==> src/multi_ant_turmite_step_core_defines.svh <==
// Assertion helpers; clk and arst_n must be visible where they are used.
`ifndef MULTI_ANT_TURMITE_STEP_CORE_DEFINES_SVH
`define MULTI_ANT_TURMITE_STEP_CORE_DEFINES_SVH

// same-cycle implication
`define MAT_ASSERT_IMP(label, ante, cons, msg) \
	label: assert property (@(posedge clk) disable iff (!arst_n) (ante) |-> (cons)) \
		else $error(msg);

// next-cycle implication
`define MAT_ASSERT_NXT(label, ante, cons, msg) \
	label: assert property (@(posedge clk) disable iff (!arst_n) (ante) |=> (cons)) \
		else $error(msg);

`endif

==> src/mat_pkg.sv <==
`default_nettype none

package mat_pkg;

	localparam int OP_W         = 2;
	localparam int SLOT_W       = 4;
	localparam int COORD_W      = 8;
	localparam int HEAD_W       = 2;
	localparam int RGB_W        = 24;
	localparam int PIX_IDX_W    = 16;
	localparam int PIX_COLOR_W  = 32;
	localparam int CFG_IDX_W    = 2;
	localparam int CFG_DATA_W   = 9;
	localparam int SIZE_REG_W   = 9;
	localparam int COUNT_REG_W  = 5;

	localparam logic [OP_W-1:0] OP_CLEAR = 2'd0;
	localparam logic [OP_W-1:0] OP_LOAD  = 2'd1;
	localparam logic [OP_W-1:0] OP_STEP  = 2'd2;

	localparam logic [CFG_IDX_W-1:0] CFG_COLS  = 2'd0;
	localparam logic [CFG_IDX_W-1:0] CFG_ROWS  = 2'd1;
	localparam logic [CFG_IDX_W-1:0] CFG_COUNT = 2'd2;

	localparam logic [SIZE_REG_W-1:0]  COLS_RST  = 9'd256;
	localparam logic [SIZE_REG_W-1:0]  ROWS_RST  = 9'd256;
	localparam logic [COUNT_REG_W-1:0] COUNT_RST = 5'd16;

	localparam logic [HEAD_W-1:0] HD_UP    = 2'd0;
	localparam logic [HEAD_W-1:0] HD_RIGHT = 2'd1;
	localparam logic [HEAD_W-1:0] HD_DOWN  = 2'd2;
	localparam logic [HEAD_W-1:0] HD_LEFT  = 2'd3;

	localparam logic [PIX_COLOR_W-1:0] BLACK_ARGB = 32'hFF00_0000;

	// grid storage word
	localparam int GRID_WORD_W = 32;
	localparam int GRID_BIT_W  = 5;

	typedef struct packed {
		logic ld_wr;     // write ant slot from request
		logic cnt_rst;   // restart ant counter, read ant 0
		logic pos_ld;    // latch position, compute cell index
		logic mod_start; // reduce position modulo grid size
		logic idx_ld;    // compute cell index from reduced position
		logic grid_rd;   // read grid word
		logic commit;    // write back cell/ant, emit pixel, read next ant
		logic clr_rst;   // restart clear sweep
		logic clr_wr;    // clear one grid word
	} cmd_t;

	typedef struct packed {
		logic n_zero;
		logic in_range;
		logic mod_done;
		logic last_ant;
		logic out_free;
		logic clr_last;
	} sts_t;

endpackage

`default_nettype wire

==> src/mat_ctrl.sv <==
`default_nettype none

module mat_ctrl import mat_pkg::*; (
	input  wire logic            clk,
	input  wire logic            arst_n,
	input  wire logic            item_valid,
	output logic                 item_ready,
	input  wire logic [OP_W-1:0] operation,
	input  wire sts_t            sts,
	output cmd_t                 cmd
);

	typedef enum logic [6:0] {
		S_CLR  = 7'b0000001,
		S_IDLE = 7'b0000010,
		S_POS  = 7'b0000100,
		S_MOD  = 7'b0001000,
		S_IDX  = 7'b0010000,
		S_RD   = 7'b0100000,
		S_WR   = 7'b1000000
	} state_t;

	state_t state_q;
	state_t state_nxt;

	always_ff @(posedge clk or negedge arst_n) begin
		if (!arst_n)
			state_q <= S_CLR; // grid is swept clear after reset
		else
			state_q <= state_nxt;
	end

	assign item_ready = (state_q == S_IDLE);

	always_comb begin
		cmd       = '0;
		state_nxt = state_q;
		case (state_q)
			S_CLR: begin
				cmd.clr_wr = 1'b1;
				if (sts.clr_last)
					state_nxt = S_IDLE;
			end
			S_IDLE: begin
				if (item_valid) begin
					case (operation)
						OP_CLEAR: begin
							cmd.clr_rst = 1'b1;
							state_nxt   = S_CLR;
						end
						OP_LOAD: cmd.ld_wr = 1'b1;
						OP_STEP: begin
							if (!sts.n_zero) begin
								cmd.cnt_rst = 1'b1;
								state_nxt   = S_POS;
							end
						end
						default: ;
					endcase
				end
			end
			S_POS: begin
				cmd.pos_ld = 1'b1;
				if (sts.in_range) begin
					state_nxt = S_RD;
				end else begin
					cmd.mod_start = 1'b1;
					state_nxt     = S_MOD;
				end
			end
			S_MOD: begin
				if (sts.mod_done)
					state_nxt = S_IDX;
			end
			S_IDX: begin
				cmd.idx_ld = 1'b1;
				state_nxt  = S_RD;
			end
			S_RD: begin
				cmd.grid_rd = 1'b1;
				state_nxt   = S_WR;
			end
			S_WR: begin
				if (sts.out_free) begin
					cmd.commit = 1'b1;
					state_nxt  = sts.last_ant ? S_IDLE : S_POS;
				end
			end
			default: state_nxt = S_IDLE;
		endcase
	end

endmodule

`default_nettype wire

==> config.mk <==
export PLATFORM = sky130hd
export DESIGN_NAME = mat_ctrl
export DESIGN_NICKNAME = d
export VERILOG_FILES = /design/src/multi_ant_turmite_step_core_defines.svh /design/src/mat_pkg.sv /design/src/mat_ctrl.sv
export SDC_FILE = /design/constraint.sdc
export NUM_CORES = 1
export LEC_CHECK = 0
export BUFFER_PORTS_ARGS = -buffer_cell sky130_fd_sc_hd__buf_2
export CORE_MARGIN = 4
export CORE_UTILIZATION = 40
export DETAILED_ROUTE_END_ITERATION = 12
export GPL_TIMING_DRIVEN = 0
export PLACE_DENSITY = 0.68
export SETUP_SLACK_MARGIN = 0.4
export SLEW_MARGIN = 25
export SYNTH_ARGS = -nofsm -noshare
export SYNTH_HDL_FRONTEND = slang
export SYNTH_SLANG_ARGS = --single-unit
==> constraint.sdc <==
create_clock -name clk -period 3.2 [get_ports clk]
set_clock_uncertainty 0.15 [all_clocks]
set_input_delay 0.16 -clock clk [delete_from_list [all_inputs] [get_ports clk]]
set_output_delay 0.16 -clock clk [all_outputs]
set_load 0.01 [all_outputs]
* Word-level counts from Yosys, hierarchy flattened
Cells that the tools add are included.
** Storage, ports and cells
- Flip-flop bits (word level) :: 7
- Bits of input ports :: 11
- Output and inout port bits :: 10
- Word-level logic and storage cells :: 42
** Operators by class
- Equality and inequality tests :: 15
- Mux-type cells :: 24
- Reductions and logical operators :: 2
** Operator list (count)
- case mux 7 bit (7 select lines) :: 1
- two-way mux 7 bit :: 5
- case mux 7 bit (2 select lines) :: 1
- two-way mux 1 bit :: 12
- != test 2 bit (second input constant) :: 4
- == test 7 x 1 -> 1 bit (second input constant) :: 1
- == test 7 x 2 -> 1 bit (second input constant) :: 1
- == test 7 x 3 -> 1 bit (second input constant) :: 1
- == test 7 x 4 -> 1 bit (second input constant) :: 1
- == test 7 x 5 -> 1 bit (second input constant) :: 1
- == test 7 x 6 -> 1 bit (second input constant) :: 1
- == test 7 bit (second input constant) :: 1
- two-way mux 2 bit :: 3
- two-way mux 6 bit :: 1
- AND reduction 6 bit :: 1
- two-way mux 3 bit :: 1
- != test 3 x 1 -> 1 bit (second input constant) :: 1
- != test 3 bit (second input constant) :: 1
- == test 2 x 1 -> 1 bit (second input constant) :: 1
- == test 2 bit (second input constant) :: 1
- logical NOT 2 bit :: 1

* Longest topological paths before layout
- Word-level depth :: 4
- Mapped depth :: 7
- Mapped depth without buffers :: 6

* Worst setup path after synthesis
No wires, ideal clock.
- Kind :: reg-to-output
- Start :: register state_q[1]
- End :: output port cmd[5] (netlist bit)
- Arrival time :: 1.540 ns
- Required time :: 2.890 ns
- Setup slack :: 1.350 ns
- Cell stages (with the launch flop) :: 5
- Path buffers :: 1
- Cell sequence :: dfrtp_1 > buf_6 > or3_4 > or4_4 > nor2_1
** RTL lines
- start: declaration :: line mat_ctrl.sv:23 : state_t state_q;
- start signal: assignment :: line mat_ctrl.sv:30 : state_q <= state_nxt;
- end: declaration :: line mat_ctrl.sv:10 : output cmd_t cmd

* Worst setup path in the final report
- Start :: register state_q[1]
- End :: register state_q[3]
** Between the ends
- Longest elaborated chain between the ends :: 3
- Elaborated cells on any way between the ends :: 15
- Those cells by class :: 13 x eq/ne; 1 x mux; 1 x reduce/logical
** RTL lines
- == test 7 x 2 -> 1 bit (tied with other cells) :: line mat_ctrl.sv:38 : case (state_q)
- != test 3 x 1 -> 1 bit (no source line) (tied with other cells)
- AND reduction 6 bit (no source line)
Several ways; a longest one is shown, not always the timed one.
A chain may end at the register's enable or synchronous reset.

==> results.txt <==
- Worst hold slack across all endpoints: around 55 ps
- Worst Setup Path Type: flip-flop to flip-flop
- The clock reaches the later pin of the worst-skew pair after 250 ps.
- Main flop type after synthesis: dfrtp_1
- Leading cell type in the layout, fill and taps excluded: buf_2
- In this run the worst path has a maximum fanout of 10.
- Cell area after synthesis: about 540 um^2
* Switching pwr: 0.0001503 W
- Hold path cells: 3
- The signal on the critical path passes through buf_6, or3_4, or4_4, o22ai_1, dlygate4sd3_1.
- The first global-routing pass estimated approximately 2.3 mm of wire.
- Count of warnings emitted by yosys: 0
- The library cells used most frequently in the layout, excluding fill and tap cells, are buf_2, dlygate4sd3_1, dfrtp_1.
- Row count: 12
- Syn Inst Count: 65
- Die footprint: around 0.002 mm^2
* Max VDD drop: roughly 0.38 mV
- Headroom to the max-slew limit came out at 0.7117.
- The final number of hold-violating endpoints came to 0.
- Via count of the first global-routing pass: about 530
- The worst hold path belongs to the class input port to flip-flop.
* Average detailed-routed wire length per instance: 12.69 um
* Worst-case register-to-register setup slack: about 850 ps
- Startpoint kind of the worst setup timing path: flip-flop
* Global route total overflow: 0
* Overall via count from detail_route: around 600
- Reg-to-reg critical path startpoint: state_q[1]
- Setup repair after global routing left no endpoint under its margin.
- Counting flops per register, the top entry is state_q.
- Counting the fill cells in the layout gives 127.
- Layout cells sized above 1: 0.3263
* R2R cell count: 5
* Leakage power: just under 0.4 nW
- The path with the worst hold slack has its endpoint at state_q[2].
- Final routed DRC violation total: 0
- The startpoint identified for the worst hold timing path is sts[2].
- The internal portion of the total power is ~0.00025 W.
* Number of nets still failing antenna checks after routing: 0
- Critical path endpoint category: flip-flop
* Clock buffers created by TritonCTS: 3
* Worst-path cell with the longest stage delay: dlygate4sd3_1
- Total routing usage reported by global routing: 0.1576
- Clock tree synthesis found a total of 7 sinks.
* Pin count of the biggest net entering global routing: 11
- Number of max-capacitance violations reported: 0
- CTS tree: yes
- Portion of total power attributed to sequential cells: 0.312
* Buffers added on ports: 20
- The largest registers in the layout are state_q x7.
- Switching Share: 0.3758
- Worst endpoint required time: 3230 ps
- After clock tree synthesis, the clock-pin slew on the worst setup and hold paths is 50 ps.
* HPWL reported at the end of detailed placement: roughly 1.1 mm
- Pins Over Slew Limit: 0
- Status: finished, final reports clean
- Maximum clock path buffer count: 2
* Sequential area share after synthesis: 0.3264
- In the synthesized netlist the async set-or-reset flop fraction comes to 1.000.
- The first detailed-routing pass took 4 iterations.
- Final WL: 1.383 mm
* Post-Syn Nets: between 70 and 80
- Counting flops and latches in the post-synthesis netlist gives 7.
* Via count normalized by instance count: about 5.5
* Die boundary height: 44.76 um
- DIE WIDTH: around 45 um
- Power per Cell Area: between 500 and 600 mW/mm^2
- Max reg flops: 7
- CTS built an H-tree with a depth of 1.
- Tmin final: 2353 ps
* Final net count: approximately 110
- The synthesized design contains 0 enable-type register cells.
- Relative contribution of combinational cells to total power: 0.495
- Top Ports: 21
* Starting Density: 0.4557
- Library cells used by synthesis: 32
* Root Buffer: clkbuf_4
- Number of failing setup endpoints in the final timing report: 0
- The largest single stage delay on the critical path is about 560 ps.
- For the pin with the worst max-slew slack, the measured transition is 428.5 ps.
* Core box area: 0.001186 mm^2
* Critical register-to-register path endpoint: state_q[3]
- Compared with the post-synthesis result, the final layout area differs by 37.73%.
- Post-Syn Area per Cell: 8.316 um^2
* Data arrival time at the worst-slack endpoint: approximately 2400 ps
- Number of antenna violations at the first check in global routing: 0
- Max Freq: 0.4250 GHz
* Iter 0 DRT Violations: 10
- Tcrit/Tclk final: 0.7353
- Post-Route Setup TNS: 0 ps
- ANT cells: 0
* Final weighted congestion in routability-driven placement: approximately 0.85
- Clock network fraction of design power: 0.194
worst max-delay path by stage:
stage	from	endpoint	slack, ps	cells past startpoint
global placement	state_q[4]	state_q[1]	1230	5
CTS	state_q[1]	state_q[3]	870	5
finish	state_q[1]	state_q[3]	850	5
detailed placement	state_q[4]	state_q[1]	1190	5
floorplan	state_q[1]	cmd[5]	1350	4
global route	state_q[1]	state_q[3]	790	5
per-layer routing:
metal | up-vias | routed length (um) | GRT usage
li1 | 299 | - | -
met1 | 278 | 561 | 0.1800
met2 | 21 | 729 | 0.2751
met3 | 0 | 93 | 0.07171
met4 | 0 | 0 | 0.01807
met5 | - | 0 | 0
cell type report:
class                           instances  area, um^2  area share
Buffer                                  2       16.27     0.02185
Clock buffer                            4       26.28     0.03529
Multi-Input combinational cell         52       332.8      0.4471
Timing Repair Buffer                   26       160.2      0.2151
Tap cell                               14       17.52     0.02353
Inverter                                4       15.01     0.02017
Sequential cell                         7       176.4      0.2370
per-stage QoR:
step                      utilization  total power, W  setup WS, ps  instances  cell area, um^2
after floorplan                     -       0.0002644          1350         65            540.5
after global placement         0.5549       0.0003136          1231         99            658.1
after detailed placement       0.5549       0.0003172          1191         99            658.1
after CTS                      0.6276       0.0004032         867.8        109            744.5
after global routing           0.6276       0.0004394         785.3        109            744.5
final                          0.6276       0.0003999         847.1        109            744.5
synth_stat cells (2+ instances only):
| cell type | n | area (um^2) |
|---|---|---|
| and3_1 | 2 | 12.51 |
| nor4_1 | 3 | 18.77 |
| o21ai_0 | 5 | 25.02 |
| nor3b_1 | 3 | 22.52 |
| inv_1 | 3 | 11.26 |
| dfrtp_1 | 6 | 150.1 |
| nand3_1 | 2 | 10.01 |
| nand2b_1 | 5 | 31.28 |
| nand2_1 | 4 | 15.01 |
| nor2_1 | 5 | 18.77 |
| nor2b_1 | 4 | 25.02 |
| nor3_1 | 3 | 15.01 |
worst max-delay path, delay by kind of cell (launching register included):
family,cells,cell delay [ps]
buf+inv,2,700
compound gates,1,170
flops,1,370
simple gates,2,900
kinds of logic after synthesis:
| kind of cell | Yosys count | synth area share |
|---|---|---|
| buffers and inverters | 6 | 0.05785 |
| AOI/OAI and AO/OA | 14 | 0.1713 |
| xor gates and xnor gates | 1 | 0.01621 |
| and+or+nand+nor | 36 | 0.4074 |
| DFF | 7 | 0.3264 |
| muxes | 1 | 0.02083 |
what timing repair did:
| action | 4_1_cts | 5_1_grt |
|---|---|---|
| gates resized for setup | 0 | 0 |
| hold buffers | 6 | 0 |
| buffers inserted | 0 | 0 |
| endpoints found under the hold margin | 11 | 0 |
power groups by stage:
stage | clock network (W) | registers (W) | logic (W)
after global routing | 0.0000935 | 0.000128 | 0.000218
after global placement | 0 | 0.000125 | 0.000188
final | 0.0000774 | 0.000125 | 0.000198
after floorplan | 0 | 0.000121 | 0.000143
after detailed placement | 0 | 0.000126 | 0.000192
after CTS | 0.0000814 | 0.000124 | 0.000198
(Power assumes the default switching activity.)
